===== config.mk =====
export PLATFORM = sky130hd
export DESIGN_NAME = rgb_to_hsv_converter_unit_flat
export DESIGN_NICKNAME = d
export VERILOG_FILES = /design/src/sv/rhsv_pkg.sv /design/src/sv/rhsv_pix_if.sv /design/src/sv/rhsv_hsv_if.sv /design/src/sv/rhsv_front.sv /design/src/sv/rhsv_div_pipe.sv /design/src/sv/rhsv_back.sv /design/src/sv/rgb_to_hsv_converter_unit.sv /design/src/flat_wrapper.sv
export SDC_FILE = /design/constraint.sdc
export NUM_CORES = 2
export LEC_CHECK = 0
export ABC_AREA = 0
export BUFFER_PORTS_ARGS = -buffer_cell sky130_fd_sc_hd__buf_2
export CAP_MARGIN = 20
export CORE_AREA = 5 5 404 406
export CTS_CLUSTER_SIZE = 30
export DETAILED_ROUTE_END_ITERATION = 8
export DIE_AREA = 0 0 409 411
export GPL_TIMING_DRIVEN = 0
export PLACE_DENSITY = 0.54
export SLEW_MARGIN = 20
export SYNTH_ARGS = -nofsm -noshare
export SYNTH_HDL_FRONTEND = slang
export SYNTH_SLANG_ARGS = --single-unit

===== constraint.sdc =====
create_clock -name clk -period 32 [get_ports clk]
set_input_delay 6.4 -clock clk [delete_from_list [all_inputs] [get_ports clk]]
set_output_delay 6.4 -clock clk [all_outputs]
set_load 0.02 [all_outputs]

===== src/sv/rhsv_pkg.sv =====
package rhsv_pkg;

  localparam int RGB_W      = 8;
  localparam int HUE_W      = 15;
  localparam int SAT_W      = 16;
  // quotient / low-dividend width of both long dividers
  localparam int DQ_W       = 16;
  localparam int DIV_STAGES = DQ_W;
  // width of 3840 * |num|, |num| <= 255
  localparam int HDIV_W     = 20;

  localparam int HUE_SIXTY  = 3840;   // 60 deg in 1/64 deg
  localparam int HUE_FULL   = 23040;  // 360 deg

  typedef logic [RGB_W-1:0] chan_t;

  typedef enum logic [1:0] {
    SEC_RED,
    SEC_GREEN,
    SEC_BLUE
  } sector_t;

  // per-pixel info that rides alongside the dividers
  typedef struct packed {
    chan_t   brightness;
    chan_t   delta;
    sector_t sector;
    logic    neg;
  } side_t;

  typedef struct packed {
    side_t side;
    chan_t abs_num;
  } front_t;

  // restoring divider state: partial remainder, dividend bits shifting out
  // at the top while quotient bits shift in at the bottom
  typedef struct packed {
    chan_t           rem;
    logic [DQ_W-1:0] dq;
    chan_t           divisor;
  } div_t;

  typedef struct packed {
    side_t side;
    div_t  sat;
    div_t  hue;
  } div_stage_t;

  typedef struct packed {
    side_t           side;
    logic [DQ_W-1:0] sat_q;
    logic [DQ_W-1:0] hue_q;
    logic            hue_inexact;
  } quot_t;

  typedef struct packed {
    logic [HUE_W-1:0] hue;
    logic [SAT_W-1:0] saturation;
    chan_t            brightness;
  } hsv_t;

  // one quotient bit; requires rem < divisor on entry
  function automatic div_t div_step(div_t d);
    logic [RGB_W:0] trial;
    logic [RGB_W:0] diff;
    div_t           res;
    trial = {d.rem, d.dq[DQ_W-1]};
    diff  = trial - {1'b0, d.divisor};
    res   = d;
    if (trial >= {1'b0, d.divisor}) begin
      res.rem = diff[RGB_W-1:0];
      res.dq  = {d.dq[DQ_W-2:0], 1'b1};
    end else begin
      res.rem = trial[RGB_W-1:0];
      res.dq  = {d.dq[DQ_W-2:0], 1'b0};
    end
    return res;
  endfunction

  function automatic logic [HUE_W-1:0] sector_base(sector_t s);
    logic [HUE_W-1:0] b;
    unique case (s)
      SEC_RED:   b = '0;
      SEC_GREEN: b = HUE_W'(2 * HUE_SIXTY);
      SEC_BLUE:  b = HUE_W'(4 * HUE_SIXTY);
      default:   b = '0;
    endcase
    return b;
  endfunction

endpackage


===== src/sv/rhsv_pix_if.sv =====
interface rhsv_pix_if;
  logic                 valid;
  logic                 ready;
  logic [rhsv_pkg::RGB_W-1:0] red;
  logic [rhsv_pkg::RGB_W-1:0] green;
  logic [rhsv_pkg::RGB_W-1:0] blue;

  modport source (output valid, red, green, blue, input ready);
  modport sink   (input valid, red, green, blue, output ready);
endinterface


===== src/sv/rhsv_hsv_if.sv =====
interface rhsv_hsv_if;
  logic                       valid;
  logic                       ready;
  logic [rhsv_pkg::HUE_W-1:0] hue;
  logic [rhsv_pkg::SAT_W-1:0] saturation;
  logic [rhsv_pkg::RGB_W-1:0] brightness;

  modport source (output valid, hue, saturation, brightness, input ready);
  modport sink   (input valid, hue, saturation, brightness, output ready);
endinterface


===== src/sv/rhsv_front.sv =====
module rhsv_front (
  input  logic              clk,
  input  logic              rst_n,
  input  logic              en,
  input  logic              in_valid,
  input  rhsv_pkg::chan_t   red,
  input  rhsv_pkg::chan_t   green,
  input  rhsv_pkg::chan_t   blue,
  output logic              valid_r,
  output rhsv_pkg::front_t  data_r
);
  import rhsv_pkg::*;

  sector_t        sector;
  chan_t          mx;
  chan_t          lo;
  chan_t          mn;
  logic [RGB_W:0] diff;
  logic [RGB_W:0] abs_full;
  front_t         data_nxt;

  // ties: red over green over blue
  always_comb begin
    priority if (red >= green && red >= blue) begin
      sector = SEC_RED;
    end else if (green >= blue) begin
      sector = SEC_GREEN;
    end else begin
      sector = SEC_BLUE;
    end
  end

  always_comb begin
    unique case (sector)
      SEC_RED: begin
        mx   = red;
        diff = {1'b0, green} - {1'b0, blue};
      end
      SEC_GREEN: begin
        mx   = green;
        diff = {1'b0, blue} - {1'b0, red};
      end
      SEC_BLUE: begin
        mx   = blue;
        diff = {1'b0, red} - {1'b0, green};
      end
      default: begin
        mx   = red;
        diff = '0;
      end
    endcase
  end

  assign lo       = (red < green) ? red : green;
  assign mn       = (lo < blue) ? lo : blue;
  assign abs_full = diff[RGB_W] ? (~diff + 1'b1) : diff;

  always_comb begin
    data_nxt.side.brightness = mx;
    data_nxt.side.delta      = mx - mn;
    data_nxt.side.sector     = sector;
    data_nxt.side.neg        = diff[RGB_W];
    data_nxt.abs_num         = abs_full[RGB_W-1:0];
  end

  always_ff @(posedge clk) begin
    if (!rst_n) begin
      valid_r <= 1'b0;
    end else if (en) begin
      valid_r <= in_valid;
    end
  end

  always_ff @(posedge clk) begin
    if (en) begin
      data_r <= data_nxt;
    end
  end

endmodule


===== src/sv/rhsv_div_pipe.sv =====
module rhsv_div_pipe (
  input  logic              clk,
  input  logic              rst_n,
  input  logic              en,
  input  logic              in_valid,
  input  rhsv_pkg::front_t  in_data,
  output logic              out_valid,
  output rhsv_pkg::quot_t   out_quot
);
  import rhsv_pkg::*;

  logic [HDIV_W-1:0] hue_dvd;
  div_stage_t        load_nxt;
  div_stage_t        stg_r [DIV_STAGES+1];
  logic              vld_r [DIV_STAGES+1];

  // hue dividend 3840*|num|; its top bits start out below delta
  assign hue_dvd = HDIV_W'(in_data.abs_num) * HDIV_W'(HUE_SIXTY);

  always_comb begin
    load_nxt.side        = in_data.side;
    // delta << 15: top part is delta >> 1, below brightness
    load_nxt.sat.rem     = {1'b0, in_data.side.delta[RGB_W-1:1]};
    load_nxt.sat.dq      = {in_data.side.delta[0], {(DQ_W-1){1'b0}}};
    load_nxt.sat.divisor = in_data.side.brightness;
    load_nxt.hue.rem     = RGB_W'(hue_dvd[HDIV_W-1:DQ_W]);
    load_nxt.hue.dq      = hue_dvd[DQ_W-1:0];
    load_nxt.hue.divisor = in_data.side.delta;
  end

  always_ff @(posedge clk) begin
    if (!rst_n) begin
      vld_r[0] <= 1'b0;
    end else if (en) begin
      vld_r[0] <= in_valid;
    end
  end

  always_ff @(posedge clk) begin
    if (en) begin
      stg_r[0] <= load_nxt;
    end
  end

  // one quotient bit of each divider per stage
  for (genvar k = 1; k <= DIV_STAGES; k++) begin : g_step
    always_ff @(posedge clk) begin
      if (!rst_n) begin
        vld_r[k] <= 1'b0;
      end else if (en) begin
        vld_r[k] <= vld_r[k-1];
      end
    end

    always_ff @(posedge clk) begin
      if (en) begin
        stg_r[k].side <= stg_r[k-1].side;
        stg_r[k].sat  <= div_step(stg_r[k-1].sat);
        stg_r[k].hue  <= div_step(stg_r[k-1].hue);
      end
    end
  end

  assign out_valid            = vld_r[DIV_STAGES];
  assign out_quot.side        = stg_r[DIV_STAGES].side;
  assign out_quot.sat_q       = stg_r[DIV_STAGES].sat.dq;
  assign out_quot.hue_q       = stg_r[DIV_STAGES].hue.dq;
  assign out_quot.hue_inexact = (stg_r[DIV_STAGES].hue.rem != '0);

endmodule


===== src/sv/rhsv_back.sv =====
module rhsv_back (
  input  logic             clk,
  input  logic             rst_n,
  input  logic             en,
  input  logic             in_valid,
  input  rhsv_pkg::quot_t  in_quot,
  output logic             valid_r,
  output rhsv_pkg::hsv_t   data_r
);
  import rhsv_pkg::*;

  logic [HUE_W+1:0] base;
  logic [HUE_W+1:0] mag;
  logic [HUE_W+1:0] hue_s;
  logic [HUE_W+1:0] hue_w;
  logic             grey;
  hsv_t             data_nxt;

  assign grey = (in_quot.side.delta == '0);
  assign base = (HUE_W+2)'(sector_base(in_quot.side.sector));
  // floor toward minus infinity: round magnitude up when negative and inexact
  assign mag  = (HUE_W+2)'(in_quot.hue_q)
              + (HUE_W+2)'(in_quot.side.neg & in_quot.hue_inexact);
  assign hue_s = in_quot.side.neg ? (base - mag) : (base + mag);
  assign hue_w = hue_s[HUE_W+1] ? (hue_s + (HUE_W+2)'(HUE_FULL)) : hue_s;

  always_comb begin
    data_nxt.brightness = in_quot.side.brightness;
    data_nxt.saturation = grey ? '0 : in_quot.sat_q;
    data_nxt.hue        = grey ? '0 : hue_w[HUE_W-1:0];
  end

  always_ff @(posedge clk) begin
    if (!rst_n) begin
      valid_r <= 1'b0;
    end else if (en) begin
      valid_r <= in_valid;
    end
  end

  always_ff @(posedge clk) begin
    if (en) begin
      data_r <= data_nxt;
    end
  end

endmodule


===== src/sv/rgb_to_hsv_converter_unit.sv =====
// Channel   Dir  Payload                                   Handshake
// in_pix    in   red[7:0] green[7:0] blue[7:0]             valid/ready
// out_hsv   out  hue[14:0] saturation[15:0] brightness[7:0] valid/ready
//
// One pixel per clock sustained while out_hsv.ready stays high.
// The pipe is the max/min stage, the divider load stage, the two 16-step restoring
// dividers (one quotient bit per stage) working side by side, and the hue fix-up stage.
// rst_n (sync, active low) clears all valid bits; payload registers are not reset.
// A one-word skid buffer sits at the output: on a stall the pipe freezes in the next
// cycle, so in_pix.ready is a flop and nothing is dropped or repeated.
module rgb_to_hsv_converter_unit (
  input  logic       clk,
  input  logic       rst_n,
  rhsv_pix_if.sink   in_pix,
  rhsv_hsv_if.source out_hsv
);
  import rhsv_pkg::*;

  logic   en;
  logic   front_vld;
  front_t front_data;
  logic   div_vld;
  quot_t  div_quot;
  logic   back_vld;
  hsv_t   back_data;

  // skid buffer
  logic   skid_full_r;
  logic   skid_full_nxt;
  hsv_t   skid_r;
  hsv_t   out_word;

  // whole pipe advances whenever the skid word is empty
  assign en           = !skid_full_r;
  assign in_pix.ready = en;

  // stage 1: max / min / sector / |num|
  rhsv_front u_front (
    .clk      (clk),
    .rst_n    (rst_n),
    .en       (en),
    .in_valid (in_pix.valid),
    .red      (in_pix.red),
    .green    (in_pix.green),
    .blue     (in_pix.blue),
    .valid_r  (front_vld),
    .data_r   (front_data)
  );

  // stages 2..18: divider load + 16 quotient-bit steps for S and H
  rhsv_div_pipe u_div (
    .clk       (clk),
    .rst_n     (rst_n),
    .en        (en),
    .in_valid  (front_vld),
    .in_data   (front_data),
    .out_valid (div_vld),
    .out_quot  (div_quot)
  );

  // stage 19: floor fix-up, sector base, wrap, grey override
  rhsv_back u_back (
    .clk      (clk),
    .rst_n    (rst_n),
    .en       (en),
    .in_valid (div_vld),
    .in_quot  (div_quot),
    .valid_r  (back_vld),
    .data_r   (back_data)
  );

  // capture the last-stage word when it is not taken; release when taken
  always_comb begin
    if (skid_full_r) begin
      skid_full_nxt = !out_hsv.ready;
    end else begin
      skid_full_nxt = back_vld && !out_hsv.ready;
    end
  end

  always_ff @(posedge clk) begin
    if (!rst_n) begin
      skid_full_r <= 1'b0;
    end else begin
      skid_full_r <= skid_full_nxt;
    end
  end

  always_ff @(posedge clk) begin
    if (!skid_full_r) begin
      skid_r <= back_data;
    end
  end

  // skid word is older than the last-stage word, so it goes first
  assign out_word           = skid_full_r ? skid_r : back_data;
  assign out_hsv.valid      = skid_full_r | back_vld;
  assign out_hsv.hue        = out_word.hue;
  assign out_hsv.saturation = out_word.saturation;
  assign out_hsv.brightness = out_word.brightness;

endmodule

===== src/flat_wrapper.sv =====
// flat-port wrapper written by rule: the top's interface ports become plain ports
module rgb_to_hsv_converter_unit_flat import rhsv_pkg::*;
  (clk, rst_n, in_pix_valid, in_pix_red, in_pix_green, in_pix_blue, in_pix_ready, out_hsv_valid, out_hsv_hue, out_hsv_saturation, out_hsv_brightness, out_hsv_ready);
  rhsv_pix_if in_pix_i ();
  rhsv_hsv_if out_hsv_i ();
  input  logic clk;
  input  logic rst_n;
  input wire logic [$bits(in_pix_i.valid)-1:0] in_pix_valid;
  input wire logic [$bits(in_pix_i.red)-1:0] in_pix_red;
  input wire logic [$bits(in_pix_i.green)-1:0] in_pix_green;
  input wire logic [$bits(in_pix_i.blue)-1:0] in_pix_blue;
  output wire logic [$bits(in_pix_i.ready)-1:0] in_pix_ready;
  output wire logic [$bits(out_hsv_i.valid)-1:0] out_hsv_valid;
  output wire logic [$bits(out_hsv_i.hue)-1:0] out_hsv_hue;
  output wire logic [$bits(out_hsv_i.saturation)-1:0] out_hsv_saturation;
  output wire logic [$bits(out_hsv_i.brightness)-1:0] out_hsv_brightness;
  input wire logic [$bits(out_hsv_i.ready)-1:0] out_hsv_ready;
  assign in_pix_i.valid = in_pix_valid;
  assign in_pix_i.red = in_pix_red;
  assign in_pix_i.green = in_pix_green;
  assign in_pix_i.blue = in_pix_blue;
  assign in_pix_ready = in_pix_i.ready;
  assign out_hsv_valid = out_hsv_i.valid;
  assign out_hsv_hue = out_hsv_i.hue;
  assign out_hsv_saturation = out_hsv_i.saturation;
  assign out_hsv_brightness = out_hsv_i.brightness;
  assign out_hsv_i.ready = out_hsv_ready;
  rgb_to_hsv_converter_unit u_core (.clk(clk), .rst_n(rst_n), .in_pix(in_pix_i), .out_hsv(out_hsv_i));
endmodule

==> results.toml <==
[routing]
routedWlPerCell_um = 12.78
first_iter_violations = 1410
drtPass1Iterations = 7
num_vias = 26390
totalWireLength_mm = 76.61
viasPerCell = 4.401
ant_nets = 0
drc = 0

[layout]
utilization_pct = 33.77
n_fill_cell = 15460
drive_gt1_share_pct = 7.826
n_antenna_cell = 0
nets = 4220
syn2layout_area_growth_pct = 13.79

[logic_synthesis]
syn_inst = 3644
ys_seq_area_share_pct = 63.04
synth_edf_count = 965
synth_top_area_share_pct = 61.22
synth_cell_type_count = 73
synth_warnings = 0
ys_ff_latch = 1008
synth_top_cell_by_area = "edfxtp_1"
synthArstFlopShare_pct = 0
synthFlopType = "edfxtp_1"
synth_fp_nets = 4038
netlist_area_sq_um = 47330
ys_top_cells_by_area = "edfxtp_1 61%, ha_1 8.4%, inv_1 4.1%, o21ai_0 3.4%, nand2_1 2.0%"
syn-mean-instance-area_sq_um = 12.99

[run_status]
status = "finished clean"

[grt]
antenna_found_initial = 0
use_met1_pct = 9.942
grtUsageMet3_pct = 1.872
grt_use_met2_pct = 17.29
grt_usage_pct = 9.117
grt_overflow = 0
first_global_vias = 27300
grt_max_degree = 113
top_usage_layer = "met2"
grt_pass1_wl_mm = 128.8

[clocking]
cts_tree = "built"
cts.repair.resized = 0
cts_root_buf = "clkbuf_16"
holdBufCountCts = 0
cts_max_path_buffers = 3
post_cts.repair.setup_buffers = 0
htree_levels = 3
clkSinkCount = 1008
numCtsBuffers = 102
clk_pin_slew_ns = 0.06
clk_latency_ns = 0.70

[place]
dpl.hpwl_mm = 54.44
portBuffers = 68
place.gp.congestion = 0.8480
pre_cts_ws_ns = 19.39

[power_and_ir_drop]
netSwitchingPower_mw = 2.039
pwr-share-comb_pct = 38.7
sequentialPowerShare_pct = 41.8
p_leak_nw = 22.00
p_sw_share_pct = 34.30
power_frac_clock_pct = 19.5
p_int_mw = 3.904
powerDensity_nw_per_um2 = 110.3
ir_drop_uv = 56.58

[die]
placementRows = 147
start_util_pct = 29.68
core_sq_um = 159500
pin_count = 69
dieArea_sq_um = 168100
die_y_um = 411
die_x_um = 409

[setup_path]
r2r_slack_ns = 25.89
crit_start = "in_pix_green[1]"
path_class = "in -> reg"
crit_path_start_kind = "input port"
path_max_fanout = 10
r2r-start = "u_core.u_div.stg_r[16][29]$_DFFE_PN_"
r2r_end = "u_core.u_back.data_r[37]$_SDFFCE_PN0N_"
r2r_cells = 20
cp-endpoint = "u_core.u_front.data_r[18]$_DFFE_PN_"
cp-end-kind = "flip-flop"
critPathArrivalTime_ns = 12.34
critPathRequiredTime_ns = 32.42

[sta]
slew_violations = 0
skew_ns = 0.04074
finalSetupViolCount = 0
rsz0062_at_grt = "false"
finalSetupTns_ns = 0
fmax_ghz = 0.08392
slew_headroom_pct = 29.51
finalWorstSetupSlack_ns = 20.08
worst_pin_slew_ns = 1.057
hold_viol = 0
fin_crit_sh_pct = 37.24
period_needed_ns = 11.92

[flow_run]
maxCapViolCount = 0

[hold_path]
min_path_cells = 0
hp-class = "reg -> reg"
==> how the worst min path moves through the flow <==
| stage | from | to |
|---|---|---|
| after CTS | u_core.u_div.stg_r[3][41]$_DFFE_PN_ | u_core.u_div.stg_r[4][42]$_DFFE_PN_ |
| after global placement | u_core.u_div.stg_r[12][40]$_DFFE_PN_ | u_core.u_div.stg_r[13][41]$_DFFE_PN_ |
| after detailed placement | u_core.u_front.data_r[25]$_DFFE_PN_ | u_core.u_div.stg_r[0][81]$_DFFE_PN_ |
| final | u_core.u_div.stg_r[3][41]$_DFFE_PN_ | u_core.u_div.stg_r[4][42]$_DFFE_PN_ |
| after global routing | u_core.u_div.stg_r[3][41]$_DFFE_PN_ | u_core.u_div.stg_r[4][42]$_DFFE_PN_ |
| after floorplan | u_core.u_div.stg_r[16][75]$_DFFE_PN_ | u_core.u_back.data_r[0]$_DFFE_PN_ |
==> kinds of logic after synthesis <==
kind of cell	Yosys count	synth area share, %
flip-flops	1008	63.04
AND/OR/NAND/NOR	738	7.719
AO/OA/AOI/OAI	714	9.276
buffers and inverters	572	4.639
adder cells (fa/ha/maj)	366	10.44
XOR/XNOR	167	3.106
multiplexers	79	1.782
==> synth_stat cells, drive strengths merged, types with 4 or more instances <==
library cell and count:
o211ai 5, dfxtp 43, inv 518, xor2 83, buf 5, nand3 33, and3b 4, nor2b 86
o211a 32, o21ai 321, a21oi 122, nor2 146, clkbuf 49, or3 8, nor4 11, nor3 11
a21o 48, o22ai 4, xnor2 84, or2 4, mux2i 37, and2 40, a31oi 9, o21bai 30
o2111ai 4, nand4 48, mux2 42, fa 48, o31ai 64, a211oi 7, or4 33, ha 318
and3 31, edfxtp 965, o21a 10, nand2 258, nand2b 16, a21boi 43
==> final cells by class <==
class	count	area (sq um)	area share, %
inverter	518	1952	3.624
clock inverter	50	491.7	0.9130
multi-input combinational	2064	15300	28.41
tap	2086	2610	4.846
clock buffer	138	2818	5.232
sequential	1008	29840	55.40
buffer	54	251.5	0.4670
timing repair buffer	78	593.1	1.101
==> power groups by stage <==
| stage | sequential, mW | clock [mW] | combinational, mW |
|---|---|---|---|
| floorplan | 2.42 | 0 | 1.81 |
| global placement | 2.50 | 0 | 2.26 |
| detailed placement | 2.52 | 0 | 2.31 |
| CTS | 2.49 | 1.21 | 2.32 |
| global route | 2.56 | 1.26 | 2.64 |
| finish | 2.49 | 1.16 | 2.30 |
==> through the flow <==
| step | hold slack [ns] | cells | cell area, sq um | power [mW] |
|---|---|---|---|---|
| after floorplan | 0.4003 | 3644 | 47330 | 4.231 |
| after global placement | 0.4002 | 5798 | 50280 | 4.763 |
| after detailed placement | 0.4045 | 5808 | 50550 | 4.828 |
| after CTS | 0.3866 | 5996 | 53860 | 6.023 |
| after global routing | 0.4040 | 5996 | 53860 | 6.456 |
| final | 0.3901 | 5996 | 53860 | 5.943 |
==> flip-flops by register name, summed over array words and instances (netlist names) <==
register / count
u_core.u_back.valid_r: 1
u_core.u_div.vld_r: 17
u_core.u_front.valid_r: 1
u_core.skid_r: 39
u_core.u_div.stg_r: 883
u_core.u_back.data_r: 39
u_core.skid_full_r: 1
u_core.u_front.data_r: 27
==> cell usage in the layout, fill, tap and decap left out, types with 31 or more instances in the layout <==
| cell | n |
|---|---|
| nor2_1 | 146 |
| xnor2_1 | 83 |
| nor2b_1 | 86 |
| nand2_1 | 258 |
| mux2_2 | 42 |
| a21oi_1 | 122 |
| dfxtp_1 | 43 |
| clkbuf_1 | 69 |
| clkbuf_16 | 102 |
| a21o_1 | 46 |
| fa_1 | 48 |
| mux2i_1 | 37 |
| or4_1 | 32 |
| nand3_1 | 31 |
| o31ai_1 | 64 |
| o211a_1 | 32 |
| xor2_1 | 83 |
| buf_2 | 69 |
| and3_1 | 31 |
| nand4_1 | 48 |
| ha_1 | 318 |
| edfxtp_1 | 965 |
| o21ai_0 | 320 |
| inv_1 | 517 |
| a21boi_0 | 43 |
| and2_1 | 36 |
==> critical path, cell delays in order <==
cell and delay (ns):
buf_2 0.15, inv_1 0.11, ha_1 0.32, nor2b_1 0.13, o21ai_0 0.23, a21boi_0 0.16
o21ai_0 0.26, a21oi_1 0.16, a21oi_1 0.48, clkbuf_1 0.32, nand2_1 0.08, o21ai_0 0.13
ha_1 0.31, a2111oi_0 0.37, o21ai_0 0.14, o22ai_1 0.45, clkbuf_1 0.38, o21a_1 0.16
ha_1 0.21, nor2b_1 0.12, o21ai_0 0.14, nand2b_1 0.10, a21o_1 0.19, a21o_1 0.19
a21o_1 0.18, a21oi_1 0.16, xor2_1 0.19, xnor2_1 0.09
==> metal layers <==
layer / vias to the layer above / routed length, um
met3: 176 / 2559
met4: 0 / 2817
li1: 13430 / -
met2: 349 / 40060
met1: 12430 / 31170
met5: - / 0
Note: power is estimated with default switching activity, not from simulation.
